--- config.mk ---
export PLATFORM = sky130hd
export DESIGN_NAME = nrt_rev_cell
export DESIGN_NICKNAME = d
export VERILOG_FILES = /design/src/hw/rtl/nrt_pkg.sv /design/src/hw/rtl/nrt_rev_cell.sv
export SDC_FILE = /design/constraint.sdc
export NUM_CORES = 1
export LEC_CHECK = 0
export ABC_CLOCK_PERIOD_IN_PS = 8600
export BUFFER_PORTS_ARGS = -buffer_cell sky130_fd_sc_hd__buf_4
export CORE_AREA = 2 2 143 145
export CTS_BUF_LIST = sky130_fd_sc_hd__clkbuf_4 sky130_fd_sc_hd__clkbuf_8
export DETAILED_ROUTE_END_ITERATION = 6
export DIE_AREA = 0 0 145 147
export GPL_TIMING_DRIVEN = 0
export PLACE_DENSITY = 0.71
export SYNTH_ARGS = -nofsm -noshare
export SYNTH_HDL_FRONTEND = slang
export SYNTH_SLANG_ARGS = --single-unit
--- constraint.sdc ---
create_clock -name clk -period 8.6 [get_ports clk]
set_input_delay 1.29 -clock clk [delete_from_list [all_inputs] [get_ports clk]]
set_output_delay 1.29 -clock clk [all_outputs]
set_load 0.01 [all_outputs]
--- src/hw/rtl/nrt_pkg.sv ---
package nrt_pkg;

	localparam int EGRESS_ENTRIES  = 1024;
	localparam int REVERSE_ENTRIES = 1024;

	// cells between pipeline registers on the match chains
	localparam int GROUP = 8;

	localparam int EGR_IW = $clog2(EGRESS_ENTRIES);
	localparam int EGR_CW = $clog2(EGRESS_ENTRIES + 1);
	localparam int REV_IW = $clog2(REVERSE_ENTRIES);
	localparam int REV_CW = $clog2(REVERSE_ENTRIES + 1);

	// cycles for a query to settle at the end of a chain
	localparam int EGR_WAIT = EGRESS_ENTRIES / GROUP + 3;
	localparam int REV_WAIT = REVERSE_ENTRIES / GROUP + 3;
	localparam int WAIT_W   = $clog2(((EGR_WAIT > REV_WAIT) ? EGR_WAIT : REV_WAIT) + 1);

	localparam logic [15:0] ETH_IPV4 = 16'h0800;
	localparam logic [7:0]  L4_TCP   = 8'd6;
	localparam logic [7:0]  L4_UDP   = 8'd17;

	localparam logic [1:0] MODE_LOAD = 2'd0;
	localparam logic [1:0] MODE_EGR  = 2'd1;
	localparam logic [1:0] MODE_ING  = 2'd2;
	localparam logic [1:0] MODE_RSVD = 2'd3;

	typedef enum logic [1:0] {
		S_IDLE,
		S_EGR,
		S_REV,
		S_DONE
	} state_t;

	typedef enum logic [1:0] {
		C_PASS,
		C_LOAD,
		C_EGR,
		C_ING
	} class_t;

	typedef struct packed {
		logic [1:0]  mode;
		logic [15:0] ethertype;
		logic [7:0]  ip_protocol;
		logic        headers_complete;
		logic [31:0] src_addr;
		logic [31:0] dst_addr;
		logic [15:0] src_port;
		logic [15:0] dst_port;
		logic [15:0] ip_checksum;
		logic [15:0] l4_checksum;
		logic [31:0] new_addr;
		logic [15:0] new_port;
	} in_item_t;

	typedef struct packed {
		logic        rewritten;
		logic        to_ingress;
		logic [31:0] out_src_addr;
		logic [31:0] out_dst_addr;
		logic [15:0] out_src_port;
		logic [15:0] out_dst_port;
		logic [15:0] out_ip_checksum;
		logic [15:0] out_l4_checksum;
		logic        status;
	} out_item_t;

	typedef struct packed {
		logic        en;
		logic        at_hit;
		logic [47:0] key;
		logic [47:0] tgt;
	} egr_wr_t;

	typedef struct packed {
		logic        en;
		logic        at_hit;
		logic [47:0] peer;
		logic [47:0] local_key;
		logic [47:0] orig;
	} rev_wr_t;

	// RFC 1624 eqn 3: replace an address and optionally a port
	function automatic logic [15:0] csum_upd(input logic [15:0] hc,
		input logic [31:0] old_a, input logic [31:0] new_a,
		input logic [15:0] old_p, input logic [15:0] new_p, input logic with_port);
		logic [18:0] s;
		logic [16:0] f;
		s = {3'b0, ~hc} + {3'b0, ~old_a[31:16]} + {3'b0, ~old_a[15:0]}
			+ {3'b0, new_a[31:16]} + {3'b0, new_a[15:0]};
		if (with_port) begin
			s = s + {3'b0, ~old_p} + {3'b0, new_p};
		end
		f = {1'b0, s[15:0]} + {14'b0, s[18:16]};
		f = {1'b0, f[15:0]} + {16'b0, f[16]};
		return ~f[15:0];
	endfunction

endpackage

--- src/hw/rtl/nrt_rev_cell.sv ---
module nrt_rev_cell (
	input  logic                        clk,
	input  logic                        arst_n,
	input  logic [nrt_pkg::REV_IW-1:0]  idx,
	input  logic [nrt_pkg::REV_CW-1:0]  cnt,
	input  logic [95:0]                 query,
	input  nrt_pkg::rev_wr_t            wr,
	input  logic                        hit_in,
	input  logic [47:0]                 orig_in,
	output logic                        hit_out,
	output logic [47:0]                 orig_out
);

	logic [47:0] peer_q;
	logic [47:0] local_q;
	logic [47:0] orig_q;
	logic        match_q;
	logic        valid;
	logic        we;

	assign valid = {1'b0, idx} < cnt;
	assign we    = wr.en & (wr.at_hit ? match_q : ({1'b0, idx} == cnt));

	always_ff @(posedge clk or negedge arst_n) begin
		if (!arst_n) begin
			match_q <= 1'b0;
		end else begin
			match_q <= valid & ({peer_q, local_q} == query);
		end
	end

	always_ff @(posedge clk) begin
		if (we) begin
			peer_q  <= wr.peer;
			local_q <= wr.local_key;
			orig_q  <= wr.orig;
		end
	end

	assign hit_out  = hit_in | match_q;
	assign orig_out = orig_in | (match_q ? orig_q : 48'b0);

endmodule

[Word-level counts from Yosys, hierarchy flattened]
Index checks and enable logic that the tools add are counted.
Storage, ports and cells
  flip-flop bits (word level): 145
  bits of input ports: 314
  output and inout bits: 49
  logic and storage cells: 13
Cells by class
  $lt $le $gt $ge: 1
  equal/unequal tests: 2
  muxes and demuxes: 2
  bitwise logic cells: 4
Operators with widths (count)
  96-bit == test: 1
  48-bit two-way mux: 1
  48-bit OR: 1
  10-bit by 11-bit == test with 1-bit output: 1
  10-bit by 11-bit less-than comparator with 1-bit output: 1
  1-bit AND: 2
  1-bit two-way mux: 1
  1-bit OR: 1

[Longest topological paths before layout]
  depth after elaboration: 3
  mapped depth: 7
  mapped depth without buffers: 7

[Least setup slack after synthesis]
Ideal clock, no wire load.
  path kind: input -> register
  start point: input port cnt[8] (netlist bit)
  end point: register local_q[0] (enable)
  library setup time: 0.520 ns
  arrival time: 5.464 ns
  data required time: 8.080 ns
  path slack: 2.616 ns
  cell stages on the path: 7
  cell sequence: inv_1 ha_1 nand4b_1 nor3_1 nand4_1 o21ai_1 and2_1
On the way
  cells in the longest elaborated chain, start to end: 3
RTL lines
  start: declaration: RTL line nrt_rev_cell.sv:5  | input logic [nrt_pkg::REV_CW-1:0] cnt,
  10-bit by 11-bit == test with 1-bit output: RTL line nrt_rev_cell.sv:22  | assign we = wr.en & (wr.at_hit ? match_q : ({1'b0, idx} == cnt));
  1-bit two-way mux: RTL line nrt_rev_cell.sv:22
  1-bit AND: RTL line nrt_rev_cell.sv:22
  named net we: RTL line nrt_rev_cell.sv:19  | logic we;
  end signal: assignment: RTL line nrt_rev_cell.sv:35  | local_q <= wr.local_key;
  end: declaration: RTL line nrt_rev_cell.sv:15  | logic [47:0] local_q;
The timed path passes the listed nets, and every way through them passes these cells.
A chain may end at the register's enable or synchronous reset.

[Worst setup path in the final report]
  start point: register match_q
  end point: output port orig_out[43]
On the way
  cells in the longest elaborated chain, start to end: 2
RTL lines
  start: declaration: RTL line nrt_rev_cell.sv:17  | logic match_q;
  start signal: assignment: RTL line nrt_rev_cell.sv:28  | match_q <= valid & ({peer_q, local_q} == query);
  48-bit two-way mux: RTL line nrt_rev_cell.sv:41  | assign orig_out = orig_in | (match_q ? orig_q : 48'b0);
  48-bit OR: RTL line nrt_rev_cell.sv:41
  end: declaration: RTL line nrt_rev_cell.sv:11  | output logic [47:0] orig_out
Every way passes these cells.

==> results.cfg <==
[timing]
skew_ns = 0.0102
min_period_over_period_pct = 35.7
fmax_ghz = 0.326
rsz0062_at_grt = no
fin_tns_setup_ns = 0
worst_slew_pin_slew_ns = 0.501
max_slew_margin_pct = 66.3
slew_violations = 0
finalSetupViolations = 0
finalWorstSetupSlack_ns = 5.53
final.min_clock_period_ns = 3.07
hold_ws_ns = 0.614
finalHoldViolations = 0

[critical_path]
path_class = reg2out
critPathRequiredTime_ns = 7.31
critPathCaptureType = output port
crit_start = match_q
cp_cell_sequence = clkbuf_1 -> clkbuf_1 -> a21o_1 -> buf_4
crit_path_top_delay_cell = clkbuf_1
crit_path_end = orig_out[43]
cp_top_family = buffers and inverters
crit_buf_inv = 3
cp-start-kind = register
cp_common_cell = clkbuf_1
r2r-start = match_q
slowest_delay_ns = 0.42
crit_path_max_fanout = 10
worst-path-stages = 4
cp_data_arrival_time_ns = 1.78
timing.rr.end = peer_q[38]
r2r_cells = 6
reg2reg_slack_ns = 6.45

[clock_network]
cts_buffers = 17
post-cts-setup-buffers = 0
clock_path_buffers = 2
cts-resized-gates = 0
clock-sinks = 145
clock-root-buffer = clkbuf_8
cts_tree = yes
clock_latency_ns = 0.43
clk_pin_slew_ns = 0.08
cts-hold-fix-buffers = 0
htreeDepth = 4

[place]
dp_hpwl_mm = 13.5
place.port_buffers = 362
preCtsSetupSlack_ns = 5.20
place.gp.congestion = 0.833

[detailed_routing]
via_per_inst = 4.31
drt-initial-drc-count = 193
vias = 4490
final_antenna_net_count = 0
wl_mm = 16.8
wl_per_cell_um = 16.2
dr.pass1.iters = 4
drc_errors = 0

[yosys]
yosysUniqueCellTypes = 33
synthesis.area_um2 = 6100
ys_seq_area_share_pct = 71.3
yosysWarnings = 0
ys_ff_latch = 145
synth_edf_count = 144
syn_avg_cell_area_um2 = 16.2
postSynth.asyncResetShare_pct = 0.690
ys.flop_type = edfxtp_1
syn_inst = 376
synth_nets = 700

[grt]
grt_pass1_wl_mm = 25.4
grt_max_degree = 71
antenna_found_initial = 0
grt.overflow.total = 0
grt_usage_pct = 15.7
grt_pass1_vias = 4876

[layout]
drive_gt1_share_pct = 51.8
diodes = 0
area.growth.synth_to_final_pct = 58.2
fin_nets = 1083
fin_util_pct = 48.7
n_fill_cell = 1784

[worst_hold_path]
hp-class = in2async

[floorplan]
die_height_um = 147
num_io_pins = 363
start_util_pct = 30.8
die_area_um2 = 21300
die_x_um = 145
coreArea_um2 = 19800
fp-row-count = 52

[pwr]
finalPower_mw = 1.55
p_leak_nw = 4.09
power.density_nw_per_um2 = 161
ir_drop_mv = 0.0767

[job]
max-cap-violations = 0

[status]
status = finished, final reports clean
[kinds of logic after synthesis]
family	after synthesis	share of synthesized area, %
xor gates and xnor gates	90	12.9
AOI/OAI and AO/OA	59	7.14
buffers and inverters	23	1.41
DFF	145	71.3
and+or+nand+nor	49	5.21
adders and majority gates	10	2.05
[registers in the layout (all words and copies together), names as in the netlist]
name and flops:
local_q 48, orig_q 48, peer_q 48, match_q 1
[worst min path at each step]
stage,start,end,slack (ns)
finish,arst_n,match_q,0.61
global route,arst_n,match_q,0.57
CTS,arst_n,match_q,0.57
detailed placement,local_q[11],match_q,0.76
global placement,local_q[7],match_q,0.76
floorplan,local_q[10],match_q,0.62
[area by class of cell]
class	instances	area, µm²	area share, %
flip-flops and latches	145	4350	45.0
repair buffers	364	2770	28.7
multi-input cells	208	1670	17.3
well taps	270	338	3.50
clock buffers	17	234	2.42
clock inverters	15	205	2.13
inverters	17	63.8	0.661
plain buffers	6	22.5	0.233
[through the flow]
step / cell area [µm²] / cells
after floorplan: 6100 / 376
after CTS: 9650 / 1042
after global routing: 9650 / 1042
final: 9650 / 1042
after global placement: 9160 / 1008
after detailed placement: 9220 / 1010
[cell usage after synthesis (2+ instances only)]
cell type | n | area (µm²)
a21o_1 | 48 | 360
xor2_1 | 12 | 105
nand3_1 | 2 | 10.0
nand4_1 | 21 | 131
ha_1 | 10 | 125
nor2_1 | 2 | 7.51
nor4_2 | 2 | 25.0
a21oi_1 | 3 | 15.0
edfxtp_1 | 144 | 4320
clkbuf_1 | 6 | 22.5
nor3_1 | 2 | 10.0
nand2b_1 | 3 | 18.8
inv_1 | 16 | 60.1
nor4_1 | 5 | 31.3
nand2_1 | 5 | 18.8
xnor2_1 | 78 | 683
[report_power, final]
part           internal [mW]  switching, mW  leakage [nW]
logic                  0.129         0.0533          2.56
registers              0.776      0.0000855          1.31
clock network          0.320          0.277         0.220
total                   1.22          0.330          4.09
[layout by cell type, fill, tap and decap left out, drive strengths merged]
cell type and n:
o221ai 1, nand2 5, nor3 2, o2111ai 1, or2 1, nor4b 1, inv 21, a21oi 3
nand4 21, nor4 8, a211oi 1, buf 364, xnor2 78, clkinvlp 1, and2 1, xor2 12
dfrtp 1, clkbuf 23, nand2b 3, nor3b 1, ha 10, bufinv 4, a222oi 1, a21o 48
nand4b 1, o21ai 2, edfxtp 144, nor2 2, clkinv 6, and3 1, nand3 2, a221oi 1
o22ai 1
[worst register-to-register path: stages (launching register included)]
cell      delay, ns
dfrtp_1        0.32
clkbuf_1       0.26
clkbuf_1       0.39
nand2_1        0.08
o21ai_1        0.09
and2_4         0.28
buf_16         0.33
[layer usage]
| layer | track usage, % | part of all wire [%] | vias to the layer above |
|---|---|---|---|
| met5 | 0 | 0 | - |
| met4 | 6.19 | 2.3 | 0 |
| met3 | 6.37 | 8.8 | 26 |
| met2 | 27.4 | 52 | 212 |
| met1 | 17.2 | 37 | 2073 |
| li1 | - | - | 2179 |
No activity file was read; power rests on OpenSTA's default activity.
