===== config.mk =====
export PLATFORM = sky130hd
export DESIGN_NAME = nrt_egr_cell
export DESIGN_NICKNAME = d
export VERILOG_FILES = /design/src/hw/rtl/nrt_pkg.sv /design/src/hw/rtl/nrt_egr_cell.sv
export SDC_FILE = /design/constraint.sdc
export NUM_CORES = 1
export LEC_CHECK = 0
export BUFFER_PORTS_ARGS = -buffer_cell sky130_fd_sc_hd__buf_4
export CAP_MARGIN = 20
export CORE_AREA = 2 2 103 105
export CTS_BUF_LIST = sky130_fd_sc_hd__clkbuf_8
export DETAILED_ROUTE_END_ITERATION = 7
export DIE_AREA = 0 0 105 107
export GPL_TIMING_DRIVEN = 0
export HOLD_SLACK_MARGIN = 0.02
export PLACE_DENSITY = 0.78
export SYNTH_ARGS = -nofsm -noshare
export SYNTH_HDL_FRONTEND = slang
export SYNTH_SLANG_ARGS = --single-unit

===== constraint.sdc =====
create_clock -name clk -period 9.7 [get_ports clk]
set_input_delay 0.485 -clock clk [delete_from_list [all_inputs] [get_ports clk]]
set_output_delay 0.485 -clock clk [all_outputs]
set_load 0.1 [all_outputs]

===== src/hw/rtl/nrt_pkg.sv =====
package nrt_pkg;

	localparam int EGRESS_ENTRIES  = 1024;
	localparam int REVERSE_ENTRIES = 1024;

	// cells between pipeline registers on the match chains
	localparam int GROUP = 8;

	localparam int EGR_IW = $clog2(EGRESS_ENTRIES);
	localparam int EGR_CW = $clog2(EGRESS_ENTRIES + 1);
	localparam int REV_IW = $clog2(REVERSE_ENTRIES);
	localparam int REV_CW = $clog2(REVERSE_ENTRIES + 1);

	// cycles for a query to settle at the end of a chain
	localparam int EGR_WAIT = EGRESS_ENTRIES / GROUP + 3;
	localparam int REV_WAIT = REVERSE_ENTRIES / GROUP + 3;
	localparam int WAIT_W   = $clog2(((EGR_WAIT > REV_WAIT) ? EGR_WAIT : REV_WAIT) + 1);

	localparam logic [15:0] ETH_IPV4 = 16'h0800;
	localparam logic [7:0]  L4_TCP   = 8'd6;
	localparam logic [7:0]  L4_UDP   = 8'd17;

	localparam logic [1:0] MODE_LOAD = 2'd0;
	localparam logic [1:0] MODE_EGR  = 2'd1;
	localparam logic [1:0] MODE_ING  = 2'd2;
	localparam logic [1:0] MODE_RSVD = 2'd3;

	typedef enum logic [1:0] {
		S_IDLE,
		S_EGR,
		S_REV,
		S_DONE
	} state_t;

	typedef enum logic [1:0] {
		C_PASS,
		C_LOAD,
		C_EGR,
		C_ING
	} class_t;

	typedef struct packed {
		logic [1:0]  mode;
		logic [15:0] ethertype;
		logic [7:0]  ip_protocol;
		logic        headers_complete;
		logic [31:0] src_addr;
		logic [31:0] dst_addr;
		logic [15:0] src_port;
		logic [15:0] dst_port;
		logic [15:0] ip_checksum;
		logic [15:0] l4_checksum;
		logic [31:0] new_addr;
		logic [15:0] new_port;
	} in_item_t;

	typedef struct packed {
		logic        rewritten;
		logic        to_ingress;
		logic [31:0] out_src_addr;
		logic [31:0] out_dst_addr;
		logic [15:0] out_src_port;
		logic [15:0] out_dst_port;
		logic [15:0] out_ip_checksum;
		logic [15:0] out_l4_checksum;
		logic        status;
	} out_item_t;

	typedef struct packed {
		logic        en;
		logic        at_hit;
		logic [47:0] key;
		logic [47:0] tgt;
	} egr_wr_t;

	typedef struct packed {
		logic        en;
		logic        at_hit;
		logic [47:0] peer;
		logic [47:0] local_key;
		logic [47:0] orig;
	} rev_wr_t;

	// RFC 1624 eqn 3: replace an address and optionally a port
	function automatic logic [15:0] csum_upd(input logic [15:0] hc,
		input logic [31:0] old_a, input logic [31:0] new_a,
		input logic [15:0] old_p, input logic [15:0] new_p, input logic with_port);
		logic [18:0] s;
		logic [16:0] f;
		s = {3'b0, ~hc} + {3'b0, ~old_a[31:16]} + {3'b0, ~old_a[15:0]}
			+ {3'b0, new_a[31:16]} + {3'b0, new_a[15:0]};
		if (with_port) begin
			s = s + {3'b0, ~old_p} + {3'b0, new_p};
		end
		f = {1'b0, s[15:0]} + {14'b0, s[18:16]};
		f = {1'b0, f[15:0]} + {16'b0, f[16]};
		return ~f[15:0];
	endfunction

endpackage


===== src/hw/rtl/nrt_egr_cell.sv =====
module nrt_egr_cell (
	input  logic                        clk,
	input  logic                        arst_n,
	input  logic [nrt_pkg::EGR_IW-1:0]  idx,
	input  logic [nrt_pkg::EGR_CW-1:0]  cnt,
	input  logic [47:0]                 query,
	input  nrt_pkg::egr_wr_t            wr,
	input  logic                        hit_in,
	input  logic [47:0]                 tgt_in,
	output logic                        hit_out,
	output logic [47:0]                 tgt_out
);

	logic [47:0] key_q;
	logic [47:0] tgt_q;
	logic        match_q;
	logic        valid;
	logic        we;

	assign valid = {1'b0, idx} < cnt;
	assign we    = wr.en & (wr.at_hit ? match_q : ({1'b0, idx} == cnt));

	always_ff @(posedge clk or negedge arst_n) begin
		if (!arst_n) begin
			match_q <= 1'b0;
		end else begin
			match_q <= valid & (key_q == query);
		end
	end

	always_ff @(posedge clk) begin
		if (we) begin
			key_q <= wr.key;
			tgt_q <= wr.tgt;
		end
	end

	// keys are unique, so at most one cell matches: OR is enough
	assign hit_out = hit_in | match_q;
	assign tgt_out = tgt_in | (match_q ? tgt_q : 48'b0);

endmodule


[Word-level counts from Yosys, hierarchy flattened]
Cells that the tools add are included.
Storage, ports and cells
  flip-flop bits (word level): 97
  bits of input ports: 218
  word-level logic and storage cells: 12
Cells by class
  order comparisons: 1
  eq/ne operators: 2
  mux-type cells: 2
  bitwise logic cells: 4
Operator list (number)
  $eq 48x48->1: 1
  $mux 48: 1
  $or 48x48->48: 1
  $eq 10x11->1: 1
  $lt 10x11->1: 1
  $and 1x1->1: 2
  $mux 1: 1
  $or 1x1->1: 1

[Depth between registers and ports, before layout]
Gate-level depths: netlist (run 1).
  word-level depth: 3
  gate-level depth with buffers: 7

[Least setup slack after synthesis (run 1)]
No wires, ideal clock.
  path kind: input-to-reg
  from: input port cnt[9] (netlist bit)
  to: register key_q[0] (enable)
  setup time: 0.466 ns
  arrival time: 3.496 ns
  data required time: 9.234 ns
  path slack: 5.738 ns
  stages: 7
  path buffers: 0
  path through: inv_1 -> ha_1 -> nand4b_1 -> nor2_1 -> nand4_1 -> o21ai_0 -> and2_1
Between the ends
  word-level cells in the longest chain between the ends: 3
Ends and longest elaborated chain
  start, declared: RTL line nrt_egr_cell.sv:5  | input logic [nrt_pkg::EGR_CW-1:0] cnt,
  $eq 10x11->1: RTL line nrt_egr_cell.sv:21  | assign we = wr.en & (wr.at_hit ? match_q : ({1'b0, idx} == cnt));
  $mux 1: RTL line nrt_egr_cell.sv:21
  $and 1x1->1: RTL line nrt_egr_cell.sv:21
  named net we: RTL line nrt_egr_cell.sv:18  | logic we;
  end signal, assigned: RTL line nrt_egr_cell.sv:33  | key_q <= wr.key;
  end, declared: RTL line nrt_egr_cell.sv:14  | logic [47:0] key_q;
The timed path passes the listed nets, and every way through them passes these cells.
A chain may end at the register's enable or synchronous reset.

[Worst setup path after layout (run 1)]
  from: register match_q
  to: register tgt_q[16] (enable)
Between the ends
  word-level cells in the longest chain between the ends: 2
Ends and longest elaborated chain
  start, declared: RTL line nrt_egr_cell.sv:16  | logic match_q;
  start signal, assigned: RTL line nrt_egr_cell.sv:27  | match_q <= valid & (key_q == query);
  $mux 1: RTL line nrt_egr_cell.sv:21
  $and 1x1->1: RTL line nrt_egr_cell.sv:21
  named net we: RTL line nrt_egr_cell.sv:18
  end signal, assigned: RTL line nrt_egr_cell.sv:34  | tgt_q <= wr.tgt;
  end, declared: RTL line nrt_egr_cell.sv:15  | logic [47:0] tgt_q;
The timed path passes the listed nets, and every way through them passes these cells.

==> impl_metrics.yaml, run 1 <==
final_layout:
  area_delta_synth_final_pct: 58.2
  drive_above_1_share_pct: 52.2
  final_cell_mix: "buf_4 (266), edfxtp_1 (96), a21o_1 (50), xnor2_1 (23), xor2_1 (20)"
  finalNonFillerCells: 680
  nNetsFinal: 767
  diodes: 0
  final_common_cell: "buf_4"
worst_setup_path:
  regToRegEndpoint: "tgt_q[16]"
  path_max_fanout: 51
  rrSetupSlack_ps: 7200
  worst_ep_required_time_ps: 9740
  cp-end-kind: "flop"
  worstSetupStartpointType: "flop"
  crit_type: "flop to flop"
  timing.rr.start: "match_q"
  worstPathArrival_ps: 2530
  r2r_cells: 6
hold_path:
  hold_depth: 1
  hp-class: "primary input to flop"
  min_to: "key_q[8]"
  hp-start: "wr[56]"
logic_synthesis:
  synth_edf_count: 96
  synth_cell_types: 26
  synth_nets: 488
  syn_area_per_cell_um2: 15.8
  synthAdderAreaFrac_pct: 3.05
  ys.flop_type: "edfxtp_1"
  synthMuxAreaShare_pct: 0
  synth_top_family_by_area: "compound AO/OA/AOI/OAI gates"
  synth_xor_area_share_pct: 9.17
  ys_ff_latch: 97
  async_flop_share_pct: 1.03
  yosysWarnings: 0
  ys_seq_area_share_pct: 70.8
  synth_compound_area_share_pct: 10.8
  synth_area_um2: 4110
  synth-simple-area-share_pct: 4.20
  syn-instance-count: 260
grt:
  grt_pass1_vias: 3352
  grt_max_degree: 52
  grt_use_total_pct: 18.5
  gr-total-overflow: 0
  grt_pass1_wl_mm: 15.8
  grt_antenna_before_repair: 0
timing:
  finalSetupTns_ps: 0
  worstMarginPinSlew_ps: 645
  grt_setup_unrepaired: "false"
  max_freq_mhz: 401
  min_period_over_period_pct: 25.7
  report.final.slew_viol_count: 0
  fin_worst_skew_ps: 7.37
  period_needed_ps: 2500
  setup_viol: 0
  hold_viol_final: 0
  relSlewSlack_pct: 57.0
clock_network:
  cts-root-buf: "clkbuf_8"
  cts_buffer_depth: 2
  cts_sinks: 97
  cts_tree: "yes"
  clk_pin_slew_ps: 90
  clock_latency_ps: 350
  htreeDepth: 3
  cts_inserted_buffers: 9
  cts.repair.resized: 0
placement:
  dp_cells: 663
  place_hpwl_mm: 8.70
  port_buffers: 266
  gp_congestion: 0.764
detailed_routing:
  num_vias: 3160
  wl_per_cell_um: 15.7
  drt_first_iter_violations: 186
  viasPerCell: 4.65
  drc: 0
  final_antenna_net_count: 0
  dr.pass1.iters: 5
  drt-total-wl_mm: 10.7
die:
  ioPinCount: 267
  fp.dieH_um: 107
  die_w_um: 105
  die-area_um2: 11200
  start_util_pct: 40.7
  coreArea_um2: 10100
  num_rows: 37
power:
  p_leak_uw: 0.00298
  ir_worst_vdd_mv: 0.0825
  power_uw: 901
  p_per_area_nw_per_um2: 139
run_status:
  status: "complete, no violations"
run:
  maxCapViolCount: 0
-- worst max path at each step --
stage,startpoint,endpoint,slack [ps],cells after the start
floorplan,cnt[9],key_q[0],5740,7
global placement,idx[9],tgt_q[32],4730,7
detailed placement,idx[9],tgt_q[10],6930,8
CTS,match_q,tgt_q[38],7140,6
global route,match_q,key_q[20],7000,6
finish,match_q,tgt_q[16],7200,6
-- through the flow --
step,worst slack (ps),hold WS [ps],instance area (um^2),util [%]
after floorplan,5740,189,4110,-
after global placement,4730,262,6270,62.2
after detailed placement,6930,263,6300,62.5
after CTS,7140,275,6500,64.4
after global routing,7000,271,6500,64.4
final,7200,300,6500,64.4
-- where the power goes --
part	internal [uW]	total (uW)	leakage (uW)	switching (uW)
Sequential	460	460	0.000876	0.0454
Clock	117	249	0.000102	132
Combinational	83.6	192	0.00200	109
Total	660	901	0.00298	240
-- critical path, stage by stage, from the launching register on --
cell and delay (ps):
dfrtp_1 340, clkbuf_1 350, clkbuf_1 390, nand2_1 80, o21ai_0 90, and2_4 580, buf_16 320
-- sequential cells by signal, summed over array words and instances, names as in the netlist --
| signal | cells |
|---|---|
| tgt_q | 48 |
| key_q | 48 |
| match_q | 1 |
-- cells in the mapped netlist (2+ instances only) --
| master | number | area [um^2] |
|---|---|---|
| clkbuf_1 | 6 | 22.5 |
| xnor2_1 | 23 | 201 |
| inv_1 | 16 | 60.1 |
| o22ai_1 | 2 | 12.5 |
| a21o_1 | 50 | 375 |
| nor2_1 | 2 | 7.51 |
| edfxtp_1 | 96 | 2880 |
| nor4_1 | 7 | 43.8 |
| nand2_1 | 2 | 7.51 |
| ha_1 | 10 | 125 |
| nand4_1 | 10 | 62.6 |
| xor2_1 | 20 | 175 |
| o21ai_0 | 3 | 15.0 |
-- per-layer routing --
layer | up-vias | wire length, um | track usage, %
met5 | - | 0 | 0
met4 | 0 | 167 | 7.62
met3 | 13 | 829 | 5.11
met2 | 154 | 5910 | 34.8
met1 | 1455 | 3780 | 19.5
li1 | 1538 | - | -
-- final cells by class --
| cell class | count | area, um^2 |
|---|---|---|
| Tap cell | 136 | 170 |
| Timing Repair Buffer | 268 | 2030 |
| Multi-Input combinational cell | 141 | 1120 |
| Fill cell | 776 | 3590 |
| Buffer | 6 | 22.5 |
| Sequential cell | 97 | 2910 |
| Clock inverter | 7 | 61.3 |
| Clock buffer | 9 | 124 |
| Inverter | 16 | 60.1 |
-- kinds of logic (layout without fill, tap and decap cells) --
| logic type | after synthesis | in the layout |
|---|---|---|
| compound gates | 60 | 60 |
| xor+xnor | 43 | 43 |
| fa+ha+maj | 10 | 10 |
| buf+inv | 22 | 306 |
| flops | 97 | 97 |
| simple gates | 28 | 28 |
-- repair_timing --
action / 4_1_cts / 5_1_grt
setup buffers: 0 / 0
hold buffers: 1 / 0
hold endpoints to repair: 1 / 0
(Power assumes the default switching activity.)
==> run 2, diff against run 1 <==
--- a/config.mk
+++ b/config.mk
@@ -5,15 +5,16 @@
 export SDC_FILE = /design/constraint.sdc
 export NUM_CORES = 1
 export LEC_CHECK = 0
+export ABC_AREA = 1
 export BUFFER_PORTS_ARGS = -buffer_cell sky130_fd_sc_hd__buf_4
 export CAP_MARGIN = 20
-export CORE_AREA = 2 2 103 105
+export CORE_MARGIN = 2
+export CORE_UTILIZATION = 45
 export CTS_BUF_LIST = sky130_fd_sc_hd__clkbuf_8
 export DETAILED_ROUTE_END_ITERATION = 7
-export DIE_AREA = 0 0 105 107
 export GPL_TIMING_DRIVEN = 0
 export HOLD_SLACK_MARGIN = 0.02
-export PLACE_DENSITY = 0.78
+export PLACE_DENSITY = 0.83
 export SYNTH_ARGS = -nofsm -noshare
 export SYNTH_HDL_FRONTEND = slang
 export SYNTH_SLANG_ARGS = --single-unit
==> constraint.sdc (replaced) <==
create_clock -name clk -period 2.35 [get_ports clk]
set_input_delay 0.1175 -clock clk [delete_from_list [all_inputs] [get_ports clk]]
set_output_delay 0.1175 -clock clk [all_outputs]
set_load 0.1 [all_outputs]
==> run 2 against run 1 <==
Synthesized cell count rose by 52%. Global-route usage rose by 8.7 points. Clock skew fell by 1.3 ps. Register-to-register slack got worse by 7100 ps. Critical path type unchanged. Critical endpoint is now key_q[29]. Largest power group unchanged.
==> impl_metrics.yaml, run 2 <==
run_status:
  status: "complete, no violations"
worst_setup_path:
  rrSetupSlack_ps: 140
  worstPathArrival_ps: 2260
  regToRegEndpoint: "key_q[29]"
  worstSetupStartpointType: "flop"
  path_max_fanout: 30
  crit_type: "flop to flop"
  timing.rr.start: "match_q"
  r2r_cells: 6
  cp-end-kind: "flop"
  worst_ep_required_time_ps: 2400
  cp-endpoint: "key_q[29]"
  startpoint: "match_q"
detailed_routing:
  viasPerCell: 4.75
  wl_per_cell_um: 16.2
  drt_first_iter_violations: 100
  num_vias: 4319
  drt-total-wl_mm: 14.8
  dr.pass1.iters: 6
  final_antenna_net_count: 0
  drc: 0
grt:
  grt_use_total_pct: 27.2
  grt_pass1_vias: 4732
  gr-total-overflow: 0
  grt_antenna_before_repair: 0
  grt_max_degree: 31
  grt_pass1_wl_mm: 21.3
die:
  fp.dieH_um: 103
  die-area_um2: 10700
  coreArea_um2: 9680
  die_w_um: 103
  num_rows: 36
  start_util_pct: 45.8
  ioPinCount: 267
timing:
  worstMarginPinSlew_ps: 334
  hold_viol_final: 0
  fin_worst_skew_ps: 6.10
  max_freq_mhz: 453
  min_period_over_period_pct: 94.0
  grt_setup_unrepaired: "false"
  period_needed_ps: 2210
  report.final.slew_viol_count: 0
  relSlewSlack_pct: 77.5
  setup_viol: 0
  timing.hold.ws_ps: 86.9
logic_synthesis:
  yosys.area.top_type_share_pct: 64.9
  ys.flop_type: "edfxtp_1"
  synth_area_um2: 4440
  synth_edf_count: 96
  syn-instance-count: 395
  yosysTopAreaCell: "edfxtp_1"
  ys_top_cells_by_area: "edfxtp_1 (65%), a21o_1 (8.1%), nand2_1 (7.1%)"
  syn_area_per_cell_um2: 11.2
  ys_seq_area_share_pct: 65.5
  yosysWarnings: 0
  async_flop_share_pct: 1.03
  synth_nets: 623
  ys_ff_latch: 97
  synth.top_cells.by_count: "edfxtp_1 (96), nand2_1 (84), inv_1 (67)"
  synth_cell_types: 22
  yosysMostFrequentCell: "edfxtp_1"
power:
  p_leak_uw: 0.00386
  p_per_area_nw_per_um2: 513
  ir_worst_vdd_mv: 0.359
run:
  maxCapViolCount: 0
clock_network:
  clock_latency_ps: 350
  cts_inserted_buffers: 9
  cts.repair.resized: 0
  cts_sinks: 97
  htreeDepth: 3
  cts_buffer_depth: 2
  cts-root-buf: "clkbuf_8"
  cts_tree: "yes"
  clk_pin_slew_ps: 90
final_layout:
  ff_latch_area_um2: 2910
  final_cell_mix: "buf_4 (267), dlygate4sd3_1 (97), edfxtp_1 (96), nand2_1 (84), inv_1 (68)"
  area_delta_synth_final_pct: 76.3
  multi_input_area_um2: 1270
  reg.largest.list: "key_q x48, tgt_q x48, match_q x1"
  nNetsFinal: 1000
  final_common_cell: "buf_4"
  drive_above_1_share_pct: 38.9
  diodes: 0
  fillers: 565
  post-route-util_pct: 80.8
placement:
  place_hpwl_mm: 9.64
  port_buffers: 266
  gp_congestion: 0.739
hold_path:
  hp-class: "primary input to asynchronous set/reset pin"
run 2: critical path, cell delays in order, from the launching register on:
cell and delay (ps):
dfrtp_1 560, buf_2 290, o21ai_0 180, a21oi_4 190
buf_12 210, buf_12 220, buf_12 220
run 2: logic make-up after synthesis:
logic type	after synthesis	share of synthesized area [%]
fa+ha+maj	10	2.82
flops	97	65.5
xor+xnor	14	2.76
compound gates	63	9.89
simple gates	137	12.6
buf+inv	74	6.40
run 2: power by group:
part	leakage, uW	internal, uW	total (uW)	switching, uW
Combinational	0.00288	485	1050	568
Sequential	0.000896	1990	2030	34.3
Clock	0.0000879	366	939	572
Total	0.00386	2840	4020	1170
run 2: through the flow:
step	area (um^2)	setup TNS, ps	total power [uW]	cells	setup slack, ps
floorplan	4470	-49690	2560	395	-518
finish	7830	0	4020	910	142
global placement	6640	-134960	2930	794	-1410
CTS	7830	0	4000	910	153
global route	7830	0	4170	910	8.72
detailed placement	6700	-10340	2960	797	-302
run 2: worst min path at each step:
stage           start      end  slack (ps)
3_3_place_gp   arst_n  match_q        -110
5_1_grt        arst_n  match_q          70
2_1_floorplan  arst_n  match_q        -180
6_report       arst_n  match_q          90
4_1_cts        arst_n  match_q          80
3_5_place_dp   arst_n  match_q        -110
run 2: routing by layer:
metal	vias up	share of wire, %	GRT usage, %
li1	2061	-	-
met1	1986	32	25.8
met2	226	57	53.9
met3	46	7.2	6.32
met4	0	3.8	13.5
met5	-	0	0
run 2: area by class of cell:
type                    count  area share [%]
multi-input cells         224            16.3
repair buffers            367            38.8
plain buffers               5           0.320
well taps                 133            2.13
flip-flops and latches     97            37.2
clock inverters             7           0.400
clock buffers               9            1.58
inverters                  68            3.36
run 2: repair_timing:
action	in CTS	in global routing
buffers inserted	1	0
endpoints found under the hold margin	97	0
setup endpoints to repair	56	0
hold buffers	97	0
